## src/rtl/urxbd_pkg.sv

```systemverilog
package urxbd_pkg;

  // Receive phase, one-hot
  typedef enum logic [3:0] {
    PH_IDLE  = 4'b0001,
    PH_START = 4'b0010,
    PH_DATA  = 4'b0100,
    PH_BREAK = 4'b1000
  } rx_phase_e;

  localparam logic [15:0] BIT_PERIOD_RESET = 16'd16;
  localparam logic [3:0]  BREAK_ZEROS      = 4'd13;
  localparam logic [3:0]  DATA_BITS        = 4'd8;

  // floor(x/3) for 16-bit x as (x * ceil(2^17/3)) >> 17
  localparam logic [16:0] THIRD_MUL   = 17'd43691;
  localparam int unsigned THIRD_SHIFT = 17;

  // One result per sample
  typedef struct packed {
    logic       byte_valid;
    logic [7:0] rx_byte;
    logic       break_seen;
    logic       receiving;
  } result_t;

endpackage

```

## src/rtl/urxbd_if.sv

```systemverilog
// Sample channel: one line sample per transaction
interface urxbd_in_if;
  logic valid;
  logic ready;
  logic line_level;

  modport source (output valid, output line_level, input ready);
  modport sink   (input valid, input line_level, output ready);
endinterface

// Result channel: one result per sample
interface urxbd_out_if;
  logic       valid;
  logic       ready;
  logic       byte_valid;
  logic [7:0] rx_byte;
  logic       break_seen;
  logic       receiving;

  modport source (output valid, output byte_valid, output rx_byte,
                  output break_seen, output receiving, input ready);
  modport sink   (input valid, input byte_valid, input rx_byte,
                  input break_seen, input receiving, output ready);
endinterface

```

## src/rtl/urxbd_core.sv

```systemverilog
// Receiver state and the per-sample update
module urxbd_core #(
  parameter int unsigned TIME_BITS = 20
) (
  input  logic                clk_i,
  input  logic                rst_ni,
  input  logic                step_i,
  input  logic                level_i,
  input  logic [15:0]         bit_period_i,
  output urxbd_pkg::result_t  result_o
);

  urxbd_pkg::rx_phase_e phase_q, phase_d;
  logic                 prev_q, prev_d;
  logic [TIME_BITS-1:0] elapsed_q, elapsed_d;
  logic [TIME_BITS-1:0] next_q, next_d;
  logic [7:0]           byte_q, byte_d;
  logic [3:0]           cnt_q, cnt_d;
  logic [3:0]           zeros_q, zeros_d;

  logic [32:0]          third_prod;
  logic [15:0]          third;
  logic [TIME_BITS-1:0] elapsed_inc;
  logic [TIME_BITS:0]   next_sum;
  logic [TIME_BITS-1:0] next_adv;
  logic [3:0]           zeros_inc;

  // First sample offset: bit_period / 3 by reciprocal multiply
  assign third_prod = 33'(bit_period_i) * 33'(urxbd_pkg::THIRD_MUL);
  assign third      = third_prod[urxbd_pkg::THIRD_SHIFT +: 16];

  // Saturating time arithmetic, and the zero-sample count
  assign elapsed_inc = (&elapsed_q) ? elapsed_q : elapsed_q + 1'b1;
  assign next_sum    = {1'b0, next_q} + (TIME_BITS+1)'(bit_period_i);
  assign next_adv    = next_sum[TIME_BITS] ? {TIME_BITS{1'b1}} : next_sum[TIME_BITS-1:0];
  assign zeros_inc   = level_i ? zeros_q : zeros_q + 4'd1;

  // Next state and result
  always_comb begin
    phase_d   = phase_q;
    prev_d    = level_i;
    elapsed_d = elapsed_q;
    next_d    = next_q;
    byte_d    = byte_q;
    cnt_d     = cnt_q;
    zeros_d   = zeros_q;
    result_o  = '0;

    if (phase_q == urxbd_pkg::PH_IDLE) begin
      // falling edge opens a frame
      if (!level_i && prev_q) begin
        elapsed_d = '0;
        next_d    = TIME_BITS'(third);
        byte_d    = '0;
        cnt_d     = '0;
        phase_d   = urxbd_pkg::PH_START;
      end
    end else begin
      elapsed_d = elapsed_inc;
      if (elapsed_inc >= next_q) begin
        case (phase_q)
          urxbd_pkg::PH_START: begin
            next_d  = next_adv;
            phase_d = urxbd_pkg::PH_DATA;
          end
          urxbd_pkg::PH_DATA: begin
            next_d  = next_adv;
            zeros_d = zeros_inc;
            if (zeros_inc >= urxbd_pkg::BREAK_ZEROS) begin
              zeros_d              = '0;
              phase_d              = urxbd_pkg::PH_BREAK;
              result_o.break_seen  = 1'b1;
            end else if (cnt_q < urxbd_pkg::DATA_BITS) begin
              byte_d = byte_q | (8'(level_i) << cnt_q[2:0]);
              cnt_d  = cnt_q + 4'd1;
            end else if (level_i) begin
              // high stop sample: deliver the byte
              zeros_d             = '0;
              phase_d             = urxbd_pkg::PH_IDLE;
              result_o.byte_valid = 1'b1;
              result_o.rx_byte    = byte_q;
            end
          end
          urxbd_pkg::PH_BREAK: begin
            if (level_i) begin
              phase_d = urxbd_pkg::PH_IDLE;
            end
          end
          default: begin
            phase_d = urxbd_pkg::PH_IDLE;
          end
        endcase
      end
    end

    result_o.receiving = (phase_d != urxbd_pkg::PH_IDLE);
  end

  // State registers, advance once per sample
  always_ff @(posedge clk_i or negedge rst_ni) begin
    if (!rst_ni) begin
      phase_q   <= urxbd_pkg::PH_IDLE;
      prev_q    <= 1'b0;
      elapsed_q <= '0;
      next_q    <= '0;
      byte_q    <= '0;
      cnt_q     <= '0;
      zeros_q   <= '0;
    end else if (step_i) begin
      phase_q   <= phase_d;
      prev_q    <= prev_d;
      elapsed_q <= elapsed_d;
      next_q    <= next_d;
      byte_q    <= byte_d;
      cnt_q     <= cnt_d;
      zeros_q   <= zeros_d;
    end
  end

endmodule

```

## src/rtl/uart_rx_with_break_detect_unit.sv

```systemverilog
// Channel   Dir  Modport  Payload
// in_i      in   sink     line_level (1 bit)
// out_o     out  source   byte_valid, rx_byte[7:0], break_seen, receiving
// cfg       in   -        cfg_we_i, cfg_wdata_i[15:0] (bit_period)
//
// One sample per cycle while out_o is not stalled; each result passes the sample register,
// then the result register behind the receiver update.
// The result register lets the next sample enter while a result waits.
// Reset clears the receiver state, bit_period returns to 16.
// A stalled output holds its result; the pipe fills and in_i.ready drops.
module uart_rx_with_break_detect_unit #(
  parameter int unsigned TIME_BITS = 20
) (
  input  logic        clk_i,
  input  logic        rst_ni,
  input  logic        cfg_we_i,
  input  logic [15:0] cfg_wdata_i,
  urxbd_in_if.sink    in_i,
  urxbd_out_if.source out_o
);

  logic               in_vld_q;
  logic               in_lvl_q;
  logic               out_vld_q;
  urxbd_pkg::result_t out_q;
  urxbd_pkg::result_t step_res;
  logic [15:0]        bit_period_q;
  logic               step;

  // Pipe advance
  assign step       = in_vld_q && (!out_vld_q || out_o.ready);
  assign in_i.ready = !in_vld_q || step;

  // Bit period register
  always_ff @(posedge clk_i or negedge rst_ni) begin
    if (!rst_ni) begin
      bit_period_q <= urxbd_pkg::BIT_PERIOD_RESET;
    end else if (cfg_we_i) begin
      bit_period_q <= cfg_wdata_i;
    end
  end

  // Sample register
  always_ff @(posedge clk_i or negedge rst_ni) begin
    if (!rst_ni) begin
      in_vld_q <= 1'b0;
    end else if (in_i.ready) begin
      in_vld_q <= in_i.valid;
    end
  end

  always_ff @(posedge clk_i) begin
    if (in_i.valid && in_i.ready) begin
      in_lvl_q <= in_i.line_level;
    end
  end

  urxbd_core #(
    .TIME_BITS (TIME_BITS)
  ) u_core (
    .clk_i        (clk_i),
    .rst_ni       (rst_ni),
    .step_i       (step),
    .level_i      (in_lvl_q),
    .bit_period_i (bit_period_q),
    .result_o     (step_res)
  );

  // Result register
  always_ff @(posedge clk_i or negedge rst_ni) begin
    if (!rst_ni) begin
      out_vld_q <= 1'b0;
    end else if (step) begin
      out_vld_q <= 1'b1;
    end else if (out_o.ready) begin
      out_vld_q <= 1'b0;
    end
  end

  always_ff @(posedge clk_i) begin
    if (step) begin
      out_q <= step_res;
    end
  end

  assign out_o.valid      = out_vld_q;
  assign out_o.byte_valid = out_q.byte_valid;
  assign out_o.rx_byte    = out_q.rx_byte;
  assign out_o.break_seen = out_q.break_seen;
  assign out_o.receiving  = out_q.receiving;

endmodule
```

## src/flat_wrapper.sv

```systemverilog
// flat-port wrapper written by rule: the top's interface ports become plain ports
module uart_rx_with_break_detect_unit_flat 
#(
  parameter int unsigned TIME_BITS = 20
)
  (clk_i, rst_ni, cfg_we_i, cfg_wdata_i, in_i_valid, in_i_line_level, in_i_ready, out_o_valid, out_o_byte_valid, out_o_rx_byte, out_o_break_seen, out_o_receiving, out_o_ready);
  urxbd_in_if in_i_i ();
  urxbd_out_if out_o_i ();
  input  logic clk_i;
  input  logic rst_ni;
  input  logic cfg_we_i;
  input  logic [15:0] cfg_wdata_i;
  input wire logic [$bits(in_i_i.valid)-1:0] in_i_valid;
  input wire logic [$bits(in_i_i.line_level)-1:0] in_i_line_level;
  output wire logic [$bits(in_i_i.ready)-1:0] in_i_ready;
  output wire logic [$bits(out_o_i.valid)-1:0] out_o_valid;
  output wire logic [$bits(out_o_i.byte_valid)-1:0] out_o_byte_valid;
  output wire logic [$bits(out_o_i.rx_byte)-1:0] out_o_rx_byte;
  output wire logic [$bits(out_o_i.break_seen)-1:0] out_o_break_seen;
  output wire logic [$bits(out_o_i.receiving)-1:0] out_o_receiving;
  input wire logic [$bits(out_o_i.ready)-1:0] out_o_ready;
  assign in_i_i.valid = in_i_valid;
  assign in_i_i.line_level = in_i_line_level;
  assign in_i_ready = in_i_i.ready;
  assign out_o_valid = out_o_i.valid;
  assign out_o_byte_valid = out_o_i.byte_valid;
  assign out_o_rx_byte = out_o_i.rx_byte;
  assign out_o_break_seen = out_o_i.break_seen;
  assign out_o_receiving = out_o_i.receiving;
  assign out_o_i.ready = out_o_ready;
  uart_rx_with_break_detect_unit #(.TIME_BITS(TIME_BITS)) u_core (.clk_i(clk_i), .rst_ni(rst_ni), .cfg_we_i(cfg_we_i), .cfg_wdata_i(cfg_wdata_i), .in_i(in_i_i), .out_o(out_o_i));
endmodule
```

## config.mk

```make
export PLATFORM = sky130hd
export DESIGN_NAME = uart_rx_with_break_detect_unit_flat
export DESIGN_NICKNAME = d
export VERILOG_FILES = /design/src/rtl/urxbd_pkg.sv /design/src/rtl/urxbd_if.sv /design/src/rtl/urxbd_core.sv /design/src/rtl/uart_rx_with_break_detect_unit.sv /design/src/flat_wrapper.sv
export SDC_FILE = /design/constraint.sdc
export NUM_CORES = 1
export LEC_CHECK = 0
export BUFFER_PORTS_ARGS = -buffer_cell sky130_fd_sc_hd__buf_2
export CELL_PAD_IN_SITES_DETAIL_PLACEMENT = 0
export CELL_PAD_IN_SITES_GLOBAL_PLACEMENT = 1
export CORE_MARGIN = 2
export CORE_UTILIZATION = 45
export CTS_BUF_LIST = sky130_fd_sc_hd__clkbuf_8
export DETAILED_ROUTE_END_ITERATION = 12
export GPL_TIMING_DRIVEN = 0
export PLACE_DENSITY_LB_ADDON = 0.1
export SYNTH_ARGS = -nofsm -noshare
export SYNTH_HDL_FRONTEND = slang
export SYNTH_HIERARCHICAL = 1
export SYNTH_SLANG_ARGS = --single-unit
```

## constraint.sdc

```tcl
create_clock -name clk_i -period 10.6 [get_ports clk_i]
set_clock_uncertainty 0.05 [all_clocks]
set_input_delay 0.53 -clock clk_i [delete_from_list [all_inputs] [get_ports clk_i]]
set_output_delay 0.53 -clock clk_i [all_outputs]
set_load 0.02 [all_outputs]
```

==> results.md <==
- The run finished with clean final reports.
- In the synthesized netlist the async set-or-reset flop fraction comes to 0.868.
- The count of pins on the block boundary is 35.
- The sequential area share after synthesis is 0.222.
- In the layout the commonest cells are inv_1 (212), ha_1 (169), fa_1 (78), dfrtp_1 (77), nand2_1 (66).
- For this run, the number of Yosys warnings is 6.
- The total wirelength of the detailed-routed design is 25.3 mm.
- Timing would allow up to 154 MHz.
- In the global route stage, overall resource usage came out at 0.220.
- The number of rows in the core area is 55.
- The total core area is 22800 um2.
- In this run the worst path has a maximum fanout of 10.
- The final antenna-violating net count is 0.
- The number of nets produced by synthesis is 1396.
- From bottom edge to top edge, the die measures 157 um.
- The worst slew slack as a fraction of its limit is 0.414.
- The area of the mapped netlist is 10500 um2.
- At the pin with the least slew margin, the transition time is 874 ps.
- In this run the tool buffered the top-level ports with 33 buffer cells.
- The setup path with the least slack is of type flip-flop to flip-flop.
- After routing the design area is 11300 um2.
- The floorplan step defined a die boundary enclosing 24600 um2.
- The largest net degree at the start of global routing is 53.
- The critical path required time is 10820 ps.
- The number of sinks driven by the clock tree is 91.
- The category of the worst setup path capture point is a flip-flop.
- The clock transition time at the flip-flop clock pins of the worst setup and hold paths is 110 ps.
- Setup violations remaining at the end of the flow were counted as 0.
- The synthesized flop and latch total is 91.
- The detailed placement HPWL is 20.8 mm.
- Once the clock tree was built, the resizer swapped 0 gates to a different size.
- TritonCTS built the clock tree.
- The final max-slew violation count is 0.
- The xor and xnor area share after synthesis is 0.0408.
- The main combinational cell family by area after synthesis is adder cells.
- The number of design rule violations left after detail routing is 0.
- The iteration-0 DRC count of the detailed router is 468.
- Post-CTS timing repair inserted 0 buffers for setup.
- The hold violation total from the final report is 0.
- The total number of vias is 7981.
- The share of the synthesized area in compound gates (AO/OA/AOI/OAI) is 0.156.
- Measured along the x axis, the die boundary spans 157 um.
- The antenna diode count is 0.
- Counting along the longest clock path gives a buffer depth of 2.
- The type of element launching the critical path is a flip-flop.
- The residual overflow from global routing is 0.
- The first-pass GRT wire length is 42.1 mm.
- The post-placement setup slack is 4200 ps.
- The class of the tightest hold or removal check is input port to async pin.
- The ratio of cells with drive above 1 in the final layout is 0.0867.
- The simple logic cell fraction of the synthesized area is 0.115.
- The initial core utilization is 0.462.
- In this run, CTS created clock tree buffers numbering 9.
- The number of antenna violations at the first check in global routing came to 0.
- The instance area at placement is 11100 um2.
- The sum of negative setup slack is 0 ps.
- For this run, the detailed router's first-pass iteration total came to 4.
- Setup repair after global routing left no endpoint under its margin.
- Routability-driven placement finished with a final weighted congestion of 0.869.
- Subtracting the final worst setup slack from the clock period gives 6480 ps.
- The dominant synthesized flop cell is dfrtp_1.
- In this run the clock root is driven by a clkbuf_8.
- Setup slack closes at 4120 ps.
- Clock latency on the worst-skew pair, taken at its later pin, is 390 ps.
- For this design, the CTS-stage hold fixing added 0 buffers.
- A synthesized cell averages 9.34 um2.
- The portion of the clock cycle consumed by the worst path in the final layout is 0.611.
- Synthesis produced a netlist whose cell count is 1127.
- After synthesis, the share of cell area in mux cells is 0.0292.
- In this run the number of H-tree levels came out at 3.
- The number of unique standard cell types used by synthesis is 78.
- The area growth from synthesis to layout is 7.43%.
- The average vias per placed instance is 5.36.
- The via count of the first global-routing pass is 7956.
- Of the total synthesized cell area, the portion taken by full adders, half adders and majority gates is 0.349.
- After the last flow step, the layout net total stands at 1441.
- The average wire per standard cell is 17.0 um.
- The tool flagged a number of max-cap violations equal to 0.
- The leading cell type in the layout, fill and taps excluded is inv_1.
- At the worst endpoint, the arrival time is 6700 ps.
- The count of flip-flops with a built-in enable after synthesis is 12.
[cells by family after synthesis]
kind of cell	after synthesis
multiplexers	24
AO/OA/AOI/OAI	249
flip-flops	91
XOR/XNOR	49
adder cells (fa/ha/maj)	247
buffers and inverters	236
AND/OR/NAND/NOR	231
[per-layer routing]
layer | vias up | wire length (um) | track usage
met4 | 0 | 215 | 0.0315
met5 | - | 0 | 0
met1 | 3842 | 13200 | 0.333
met3 | 12 | 1180 | 0.0358
li1 | 3957 | - | -
met2 | 170 | 10800 | 0.337
[flip-flops by register name, summed over array words and instances (netlist names)]
signal / flops
u_core/u_core/byte_q: 8
u_core/u_core/elapsed_q: 20
u_core/in_lvl_q: 1
u_core/out_o.valid: 1
u_core/u_core/prev_q: 1
u_core/u_core/cnt_q: 4
u_core/out_o.byte_valid: 1
u_core/u_core/zeros_q: 4
u_core/bit_period_q: 16
u_core/out_o.receiving: 1
u_core/u_core/phase_q: 4
u_core/u_core/next_q: 20
u_core/out_o.break_seen: 1
u_core/in_vld_q: 1
u_core/out_o.rx_byte: 8
[final cells by class]
type	count	area, um2
multi-input combinational	800	7270
clock buffer	9	124
inverter	212	796
tap	313	392
clock inverter	7	71.3
sequential	91	2340
timing repair buffer	34	195
fill	2184	11500
buffer	24	126
[Yosys cell counts, types with 4 or more instances]
cell type,count,area [um2]
o22ai_1,10,62.6
mux2_2,10,113
nand2b_1,10,62.6
o21ai_1,4,20.0
and2_1,19,119
nand3_1,22,110
a21o_1,18,135
a22o_1,13,114
o21ai_0,52,260
nor2_1,48,180
inv_1,212,796
xnor2_1,27,236
o21bai_1,7,52.6
ha_1,169,2110
nor2b_1,7,43.8
fa_1,78,1560
o21a_1,5,37.5
dfrtp_1,77,1930
nand4_1,6,37.5
buf_2,6,30.0
edfxtp_1,12,360
and4_1,4,35.0
a21oi_1,64,320
o221ai_1,8,70.1
clkbuf_1,12,45.0
o31ai_1,12,90.1
or3_1,5,31.3
nand2_1,66,248
a31oi_1,12,75.1
nor3_1,13,65.1
a211oi_1,14,105
mux2_4,11,165
and3_1,8,50.1
xor2_1,22,193
[worst paths after layout]
check	startpoint	to	slack (ps)	cells after the start
max reg2reg	u_core/bit_period_q[1]	u_core/u_core/next_q[10]	4120	20
min	rst_ni	u_core/bit_period_q[6]	9	1
min reg2reg	u_core/u_core/byte_q[7]	u_core/u_core/byte_q[7]	450	2
max	u_core/bit_period_q[1]	u_core/u_core/next_q[10]	4120	20
min in group clk_i	in_i_line_level	u_core/in_lvl_q	260	1
max in group asynchronous	rst_ni	u_core/u_core/phase_q[0]	9820	2
[critical path: stages (launching register included)]
cell	delay (ps)
dfrtp_1	590
ha_1	480
xor2_1	390
ha_1	320
inv_1	80
fa_1	410
inv_1	90
fa_1	420
fa_1	550
inv_1	50
fa_1	520
inv_1	40
ha_1	340
a21o_1	200
a211o_1	320
a211oi_2	230
a211oi_1	190
o31ai_1	310
a21oi_1	220
a2111oi_0	460
nor3_1	100
[stage by stage]
step / cells / util / hold slack [ps]
3_5_place_dp: 1474 / 0.488 / 425
5_1_grt: 1490 / 0.497 / 17.4
3_3_place_gp: 1473 / 0.487 / 415
2_1_floorplan: 1127 / - / 184
4_1_cts: 1490 / 0.497 / 7.99
6_report: 1490 / 0.497 / 8.82
Power is left out: the tool's default activity adds up to more than one toggle a clock period on the data nets, which glitch-free logic cannot reach.
